<file path="src/hdl/rpsag_pkg.sv">
// ----------------------------------------------------------------------------
// rpsag_pkg: shared types and constants of the row segment address generator
// Register indexes, widths, controller states and the command/status bundles.
// ----------------------------------------------------------------------------
package rpsag_pkg;

	localparam int MAX_SEGMENTS = 64;
	localparam int SEG_CNT_W    = $clog2(MAX_SEGMENTS + 1);

	localparam int ELEM_W       = 16;
	localparam int EB_W         = 5;
	localparam int CFG_DATA_W   = 16;
	localparam int CFG_INDEX_W  = 3;
	localparam int ADDR_W       = 32;
	localparam int COUNT_W      = 20;
	localparam int PROD_W       = ELEM_W + EB_W;

	localparam int DIV_STEPS    = ELEM_W;
	localparam int DIV_CNT_W    = $clog2(DIV_STEPS);

	typedef enum logic [CFG_INDEX_W-1:0] {
		CFG_PAGE_ELEMENTS  = 3'd0,
		CFG_ELEMENT_BYTES  = 3'd1,
		CFG_ROW_ELEMENTS   = 3'd2,
		CFG_SUBBLOCK_BYTES = 3'd3,
		CFG_PAGES_PER_ROW  = 3'd4
	} cfg_index_t;

	typedef enum logic [1:0] {
		ST_IDLE,
		ST_DIVIDE,
		ST_RUN
	} state_t;

	typedef struct packed {
		logic start;
		logic emit;
	} cmd_t;

	typedef struct packed {
		logic div_done;
		logic row_empty;
		logic seg_final;
		logic slot_free;
	} sts_t;

endpackage

</file>
<file path="src/hdl/row_page_segment_address_generator_unit.sv">
// ----------------------------------------------------------------------------
// row_page_segment_address_generator_unit: splits a tensor row into segments
// Flow: an accepted row first runs the 16-step subblock divider, then the
// walk yields one segment per cycle while the output slot is free. No new
// row is accepted until the walk of the current row is done.
// Reset: arst_n clears the controller, the result valid and the registers
// to their defaults (64, 2, 256, 64, 4).
// ----------------------------------------------------------------------------
module row_page_segment_address_generator_unit (
	input  logic                                clk,
	input  logic                                arst_n,
	input  logic                                cfg_we,
	input  logic [rpsag_pkg::CFG_INDEX_W-1:0]   cfg_index,
	input  logic [rpsag_pkg::CFG_DATA_W-1:0]    cfg_data,
	input  logic                                in_valid,
	output logic                                in_ready,
	input  logic [rpsag_pkg::ELEM_W-1:0]        row_index,
	output logic                                out_valid,
	input  logic                                out_ready,
	output logic [rpsag_pkg::ADDR_W-1:0]        page_id,
	output logic [rpsag_pkg::ADDR_W-1:0]        byte_offset,
	output logic [rpsag_pkg::COUNT_W-1:0]       byte_count,
	output logic                                last_in_row,
	output logic                                overflow
);
	import rpsag_pkg::*;

	cmd_t cmd;
	sts_t sts;

	rpsag_ctrl u_ctrl (
		.clk      (clk),
		.arst_n   (arst_n),
		.in_valid (in_valid),
		.in_ready (in_ready),
		.sts      (sts),
		.cmd      (cmd)
	);

	rpsag_dp u_dp (
		.clk         (clk),
		.arst_n      (arst_n),
		.cmd         (cmd),
		.sts         (sts),
		.cfg_we      (cfg_we),
		.cfg_index   (cfg_index),
		.cfg_data    (cfg_data),
		.row_index   (row_index),
		.out_valid   (out_valid),
		.out_ready   (out_ready),
		.page_id     (page_id),
		.byte_offset (byte_offset),
		.byte_count  (byte_count),
		.last_in_row (last_in_row),
		.overflow    (overflow)
	);

endmodule

</file>
<file path="src/hdl/rpsag_div.sv">
// ----------------------------------------------------------------------------
// rpsag_div: restoring divider, one quotient bit per cycle
// Divides the subblock byte size by the element size to get subblock elements.
// ----------------------------------------------------------------------------
module rpsag_div (
	input  logic                           clk,
	input  logic                           arst_n,
	input  logic                           start,
	input  logic [rpsag_pkg::ELEM_W-1:0]   dividend,
	input  logic [rpsag_pkg::EB_W-1:0]     divisor,
	output logic                           done,
	output logic [rpsag_pkg::ELEM_W-1:0]   quotient
);
	import rpsag_pkg::*;

	logic                 busy_q;
	logic                 done_q;
	logic [DIV_CNT_W-1:0] cnt_q;
	logic [EB_W-1:0]      rem_q;
	logic [ELEM_W-1:0]    quo_q;
	logic [EB_W:0]        shifted;
	logic [EB_W:0]        diff;
	logic                 fits;

	assign shifted = {rem_q, quo_q[ELEM_W-1]};
	assign diff    = shifted - {1'b0, divisor};
	assign fits    = shifted >= {1'b0, divisor};

	always_ff @(posedge clk or negedge arst_n) begin
		if (!arst_n) begin
			busy_q <= 1'b0;
			done_q <= 1'b0;
			cnt_q  <= '0;
		end else begin
			done_q <= 1'b0;
			if (start) begin
				busy_q <= 1'b1;
				cnt_q  <= '0;
			end else if (busy_q) begin
				cnt_q <= cnt_q + 1'b1;
				if (cnt_q == DIV_CNT_W'(DIV_STEPS - 1)) begin
					busy_q <= 1'b0;
					done_q <= 1'b1;
				end
			end
		end
	end

	always_ff @(posedge clk) begin
		if (start) begin
			rem_q <= '0;
			quo_q <= dividend;
		end else if (busy_q) begin
			// keep the partial remainder below the divisor
			rem_q <= fits ? diff[EB_W-1:0] : shifted[EB_W-1:0];
			quo_q <= {quo_q[ELEM_W-2:0], fits};
		end
	end

	assign done     = done_q;
	assign quotient = quo_q;

endmodule

</file>
<file path="src/hdl/rpsag_dp.sv">
// ----------------------------------------------------------------------------
// rpsag_dp: datapath of the row segment address generator
// Holds the registers, walks the row one segment per command and drives
// the result register.
// ----------------------------------------------------------------------------
module rpsag_dp (
	input  logic                                clk,
	input  logic                                arst_n,
	input  rpsag_pkg::cmd_t                     cmd,
	output rpsag_pkg::sts_t                     sts,
	input  logic                                cfg_we,
	input  logic [rpsag_pkg::CFG_INDEX_W-1:0]   cfg_index,
	input  logic [rpsag_pkg::CFG_DATA_W-1:0]    cfg_data,
	input  logic [rpsag_pkg::ELEM_W-1:0]        row_index,
	output logic                                out_valid,
	input  logic                                out_ready,
	output logic [rpsag_pkg::ADDR_W-1:0]        page_id,
	output logic [rpsag_pkg::ADDR_W-1:0]        byte_offset,
	output logic [rpsag_pkg::COUNT_W-1:0]       byte_count,
	output logic                                last_in_row,
	output logic                                overflow
);
	import rpsag_pkg::*;

	// configuration
	logic [ELEM_W-1:0] pe_q;
	logic [EB_W-1:0]   eb_q;
	logic [ELEM_W-1:0] re_q;
	logic [ELEM_W-1:0] sb_q;
	logic [ELEM_W-1:0] ppr_q;

	// walk state
	logic [ELEM_W-1:0]    row_q;
	logic [ADDR_W-1:0]    base_q;
	logic [ELEM_W-1:0]    se_q;
	logic [ELEM_W-1:0]    col_q;
	logic [ELEM_W-1:0]    in_page_q;
	logic [ELEM_W-1:0]    page_q;
	logic [ADDR_W-1:0]    off_q;
	logic [SEG_CNT_W-1:0] seg_n_q;

	// result register
	logic                 out_valid_q;
	logic [ADDR_W-1:0]    page_id_q;
	logic [ADDR_W-1:0]    byte_offset_q;
	logic [COUNT_W-1:0]   byte_count_q;
	logic                 last_q;
	logic                 overflow_q;

	logic [ELEM_W-1:0]    pe_eff;
	logic [EB_W-1:0]      eb_eff;
	logic [ELEM_W-1:0]    pe_rem;
	logic [ELEM_W-1:0]    re_rem;
	logic [ELEM_W-1:0]    len_a;
	logic [ELEM_W-1:0]    len;
	logic                 page_done;
	logic                 row_done;
	logic [SEG_CNT_W-1:0] seg_n_next;
	logic                 cut;
	logic [PROD_W-1:0]    count_full;
	logic                 div_done;
	logic [ELEM_W-1:0]    quotient;

	always_ff @(posedge clk or negedge arst_n) begin
		if (!arst_n) begin
			pe_q  <= 16'd64;
			eb_q  <= 5'd2;
			re_q  <= 16'd256;
			sb_q  <= 16'd64;
			ppr_q <= 16'd4;
		end else if (cfg_we) begin
			case (cfg_index_t'(cfg_index))
				CFG_PAGE_ELEMENTS:  pe_q  <= cfg_data;
				CFG_ELEMENT_BYTES:  eb_q  <= cfg_data[EB_W-1:0];
				CFG_ROW_ELEMENTS:   re_q  <= cfg_data;
				CFG_SUBBLOCK_BYTES: sb_q  <= cfg_data;
				CFG_PAGES_PER_ROW:  ppr_q <= cfg_data;
				default: ;
			endcase
		end
	end

	assign pe_eff = (pe_q == '0) ? ELEM_W'(1) : pe_q;
	assign eb_eff = (eb_q == '0) ? EB_W'(1) : eb_q;

	rpsag_div u_div (
		.clk      (clk),
		.arst_n   (arst_n),
		.start    (cmd.start),
		.dividend (sb_q),
		.divisor  (eb_eff),
		.done     (div_done),
		.quotient (quotient)
	);

	// segment length: first of page end, subblock end, row end
	assign pe_rem     = pe_eff - in_page_q;
	assign re_rem     = re_q - col_q;
	assign len_a      = (pe_rem < se_q) ? pe_rem : se_q;
	assign len        = (re_rem < len_a) ? re_rem : len_a;
	assign page_done  = (len == pe_rem);
	assign row_done   = (len == re_rem);
	assign seg_n_next = seg_n_q + 1'b1;
	assign cut        = !row_done && (seg_n_next == SEG_CNT_W'(MAX_SEGMENTS));
	assign count_full = PROD_W'(len) * PROD_W'(eb_eff);

	always_ff @(posedge clk) begin
		// page base settles during the divide
		base_q <= ADDR_W'(row_q) * ADDR_W'(ppr_q);
		if (cmd.start) begin
			row_q     <= row_index;
			col_q     <= '0;
			in_page_q <= '0;
			page_q    <= '0;
			off_q     <= '0;
			seg_n_q   <= '0;
		end else if (cmd.emit) begin
			col_q   <= col_q + len;
			seg_n_q <= seg_n_next;
			if (page_done) begin
				in_page_q <= '0;
				page_q    <= page_q + 1'b1;
				off_q     <= '0;
			end else begin
				in_page_q <= in_page_q + len;
				off_q     <= off_q + ADDR_W'(sb_q);
			end
		end
		if (div_done) begin
			se_q <= (quotient == '0) ? ELEM_W'(1) : quotient;
		end
	end

	always_ff @(posedge clk or negedge arst_n) begin
		if (!arst_n) begin
			out_valid_q <= 1'b0;
		end else if (cmd.emit) begin
			out_valid_q <= 1'b1;
		end else if (out_ready) begin
			out_valid_q <= 1'b0;
		end
	end

	always_ff @(posedge clk) begin
		if (cmd.emit) begin
			page_id_q     <= base_q + ADDR_W'(page_q);
			byte_offset_q <= off_q;
			// saturate at the byte count field width
			byte_count_q  <= count_full[PROD_W-1:COUNT_W] != '0 ? '1 :
			                 count_full[COUNT_W-1:0];
			last_q        <= row_done;
			overflow_q    <= cut;
		end
	end

	assign sts.div_done  = div_done;
	assign sts.row_empty = (re_q == '0);
	assign sts.seg_final = row_done || (seg_n_next == SEG_CNT_W'(MAX_SEGMENTS));
	assign sts.slot_free = !out_valid_q || out_ready;

	assign out_valid   = out_valid_q;
	assign page_id     = page_id_q;
	assign byte_offset = byte_offset_q;
	assign byte_count  = byte_count_q;
	assign last_in_row = last_q;
	assign overflow    = overflow_q;

endmodule

</file>
<file path="src/hdl/rpsag_ctrl.sv">
// ----------------------------------------------------------------------------
// rpsag_ctrl: controller of the row segment address generator
// Sequences accept, subblock divide and the per-segment walk.
// ----------------------------------------------------------------------------
module rpsag_ctrl (
	input  logic            clk,
	input  logic            arst_n,
	input  logic            in_valid,
	output logic            in_ready,
	input  rpsag_pkg::sts_t sts,
	output rpsag_pkg::cmd_t cmd
);
	import rpsag_pkg::*;

	state_t state_q;
	state_t state_d;

	always_ff @(posedge clk or negedge arst_n) begin
		if (!arst_n) begin
			state_q <= ST_IDLE;
		end else begin
			state_q <= state_d;
		end
	end

	always_comb begin
		state_d = state_q;
		case (state_q)
			ST_IDLE: begin
				if (in_valid) state_d = ST_DIVIDE;
			end
			ST_DIVIDE: begin
				// an empty row yields no item
				if (sts.div_done) state_d = sts.row_empty ? ST_IDLE : ST_RUN;
			end
			ST_RUN: begin
				if (sts.slot_free && sts.seg_final) state_d = ST_IDLE;
			end
			default: state_d = ST_IDLE;
		endcase
	end

	always_comb begin
		in_ready  = 1'b0;
		cmd.start = 1'b0;
		cmd.emit  = 1'b0;
		case (state_q)
			ST_IDLE: begin
				in_ready  = 1'b1;
				cmd.start = in_valid;
			end
			ST_RUN: begin
				cmd.emit = sts.slot_free;
			end
			default: ;
		endcase
	end

endmodule

</file>
<file path="config.mk">
export PLATFORM = sky130hd
export DESIGN_NAME = row_page_segment_address_generator_unit
export DESIGN_NICKNAME = d
export VERILOG_FILES = /design/src/hdl/rpsag_pkg.sv /design/src/hdl/row_page_segment_address_generator_unit.sv /design/src/hdl/rpsag_div.sv /design/src/hdl/rpsag_dp.sv /design/src/hdl/rpsag_ctrl.sv
export SDC_FILE = /design/constraint.sdc
export NUM_CORES = 2
export LEC_CHECK = 0
export ABC_AREA = 1
export BUFFER_PORTS_ARGS = -buffer_cell sky130_fd_sc_hd__buf_2
export CAP_MARGIN = 10
export CORE_MARGIN = 3
export CORE_UTILIZATION = 30
export CTS_CLUSTER_DIAMETER = 60
export DETAILED_ROUTE_END_ITERATION = 12
export GPL_ROUTABILITY_DRIVEN = 0
export SLEW_MARGIN = 20
export SYNTH_ARGS = -nofsm -noshare
export SYNTH_HDL_FRONTEND = slang
export SYNTH_SLANG_ARGS = --single-unit
</file>
<file path="constraint.sdc">
create_clock -name clk -period 12.7 [get_ports clk]
set_input_delay 0.635 -clock clk [delete_from_list [all_inputs] [get_ports clk]]
set_output_delay 0.635 -clock clk [all_outputs]
set_load 0.03 [all_outputs]
</file>
==> flow_summary.ini <==
[run_status]
outcome = complete, no violations

[final_layout]
drive_above_1_share = 0.0724
n_fill_cell = 9751
multi_input_area_um2 = 17000
areaGrowthSynthToFinish_pct = 12.0
layout_commonest_cell = nand2_1
final-seq-area_um2 = 8460
finalNetCount = 4085
layout_common_cells = 770 x nand2_1, 684 x inv_1, 264 x ha_1

[sta]
slew_violations = 0
hold_viol = 0
setup_tns_ps = 0
finalCriticalPeriod_ps = 10510
worstMarginPinSlew_ps = 1050
rsz0062_at_grt = no
worst_slack_ps = 2190
finClkSkew_ps = 51.7
finalCritPeriodShare = 0.828
hold_ws_ps = 218
setup-violations-final = 0
slew_headroom = 0.296
clock.fmax_ghz = 0.0951

[detailed_routing]
routedWlPerCell_um = 15.7
num_vias = 22400
postRouteWirelength_um = 75800
drc = 0
vias_per_cell = 4.63
drtIter0Drc = 1312
first_pass_iters = 6
drtAntennaViolNets = 0

[synthesis]
synth_edf_count = 134
ys_ff_latch = 336
yosysUniqueCellTypes = 52
avgSynthCellArea_um2 = 8.20
synth_cells = 3498
synth_area_um2 = 28700
synth_nets = 4045
yosys_warnings = 0
synthArstFlopShare = 0.232
ys_seq_area_frac = 0.295
synthFlopType = edfxtp_1

[placement]
numPortBuffers = 127
dp_hpwl_um = 58300
dpl_worst_slack_ps = 2200

[clocking]
path_clk_slew_ps = 60
clock_latency_ps = 620
cts_hold_buf = 1
cts_root_buf = clkbuf_16
numCtsBuffers = 47
cts_resized = 0
htreeDepth = 2
cts_tree = built
clock-sinks = 336
ctsLongestPathBuffers = 3
post-cts-setup-buffer-count = 0

[setup_path]
timing.critical_path.buf_inv = 11
slowest_stage = fa_1
critical_path_required_ps = 13040
crit_type = flop to flop
max_stage_delay_ps = 550
worstPathArrival_ps = 10850
cp_max_fo = 31
startpoint_type = flop
cp-end-kind = flop
crit_family = compound AO/OA/AOI/OAI gates

[die]
dieArea_um2 = 99400
io_pins = 128
die_y_um = 315
core_area_um2 = 94000
initial_core_util = 0.305
fp.dieW_um = 315
rows = 112

[global_routing]
grt_pass1_vias = 22500
grt_pass1_wl_um = 122000
track_usage = 0.155
grt_max_degree = 106
grt-ovfl-total = 0
antenna_found_initial = 11

[flow_run]
maxCapViolations = 0

[hold_path]
hp-class = primary input to flop
## worst register-to-register path, delay by kind of cell (launching register included)
kind | cells | cell delay, ps
AND/OR/NAND/NOR | 16 | 2390
buffers and inverters | 11 | 1290
AO/OA/AOI/OAI | 19 | 2920
XOR/XNOR | 2 | 460
adder cells (fa/ha/maj) | 7 | 2730
flip-flops | 1 | 420
## layer usage
| layer | part of all wire | wire [um] | up-vias | global-route usage |
|---|---|---|---|---|
| met3 | 0.051 | 3830 | 115 | 0.0234 |
| met1 | 0.45 | 34200 | 10800 | 0.204 |
| met4 | 0.025 | 1870 | 0 | 0.0405 |
| li1 | - | - | 11000 | - |
| met2 | 0.47 | 35900 | 467 | 0.265 |
| met5 | 0 | 0 | - | 0 |
## cell families after synthesis
logic type,after synthesis,synth area share
buffers and inverters,840,0.111
flip-flops,336,0.295
AND/OR/NAND/NOR,1188,0.172
adder cells (fa/ha/maj),507,0.285
AO/OA/AOI/OAI,463,0.0867
XOR/XNOR,164,0.0501
## worst paths after layout
kind,start,end,slack [ps],cells after the start
max,u_dp.pe_q[4]$_DFFE_PN0P_,u_dp.byte_count[0]$_SDFFCE_PP1P_,2190,55
min,row_index[15],u_dp.row_q[15]$_DFFE_PP_,220,1
max reg2reg,u_dp.pe_q[4]$_DFFE_PN0P_,u_dp.byte_count[0]$_SDFFCE_PP1P_,2190,55
min reg2reg,u_dp.u_div.quotient[7]$_DFFE_PP_,u_dp.se_q[7]$_SDFFCE_PN0P_,430,0
max in group asynchronous,arst_n,u_dp.ppr_q[1]$_DFFE_PN0P_,11090,3
min in group asynchronous,arst_n,u_dp.eb_q[3]$_DFFE_PN0P_,450,2
## cell usage after synthesis (2+ instances only)
cell | number | area, um2
o21a_1 | 5 | 37.5
xor2_1 | 101 | 885
a21oi_1 | 192 | 961
fa_1 | 243 | 4860
a21boi_0 | 6 | 45.0
buf_6 | 2 | 22.5
a211oi_1 | 3 | 22.5
ha_1 | 264 | 3300
o21ai_1 | 10 | 50.1
nor3b_1 | 2 | 15.0
nor4_1 | 17 | 106
nor3_1 | 27 | 135
edfxtp_1 | 134 | 4020
o21ai_0 | 196 | 981
clkbuf_1 | 138 | 518
nand2_1 | 771 | 2890
nand3b_1 | 5 | 37.5
o31ai_1 | 3 | 22.5
dfrtp_1 | 73 | 1830
a21o_1 | 5 | 37.5
inv_1 | 685 | 2570
nand4_1 | 46 | 288
nand2_4 | 2 | 22.5
buf_2 | 8 | 40.0
nand2_2 | 14 | 87.6
dfstp_2 | 5 | 131
a21boi_1 | 6 | 45.0
o211ai_1 | 7 | 52.6
dfxtp_1 | 124 | 2480
xnor2_1 | 63 | 552
and2_1 | 2 | 12.5
buf_4 | 4 | 30.0
a31o_2 | 2 | 17.5
nor2_1 | 171 | 642
or2_2 | 6 | 37.5
nand3_1 | 120 | 601
o21bai_1 | 18 | 135
a31oi_1 | 4 | 25.0
## flip-flops by register name, summed over array words and instances, names as in the netlist, 20 cells and up
signal / flops
u_dp.off_q: 32
u_dp.page_id: 32
u_dp.byte_offset: 32
u_dp.base_q: 32
u_dp.byte_count: 20
## per-stage QoR
stage,util,instances,area (um2)
after floorplan,-,3498,28700
after CTS,0.342,4831,32100
final,0.342,4832,32100
after global routing,0.342,4831,32100
after detailed placement,0.323,4742,30400
after global placement,0.323,4742,30400
## area by class of cell
| type | instances | area share |
|---|---|---|
| diodes | 1 | 0.0000778 |
| clock buffers | 56 | 0.0396 |
| clock inverters | 32 | 0.0138 |
| inverters | 687 | 0.0804 |
| multi-input cells | 2322 | 0.530 |
| flip-flops and latches | 336 | 0.263 |
| well taps | 1254 | 0.0488 |
| repair buffers | 144 | 0.0239 |
Power is left out: the tool's default activity adds up to more than one toggle a clock period on the data nets, which glitch-free logic cannot reach.
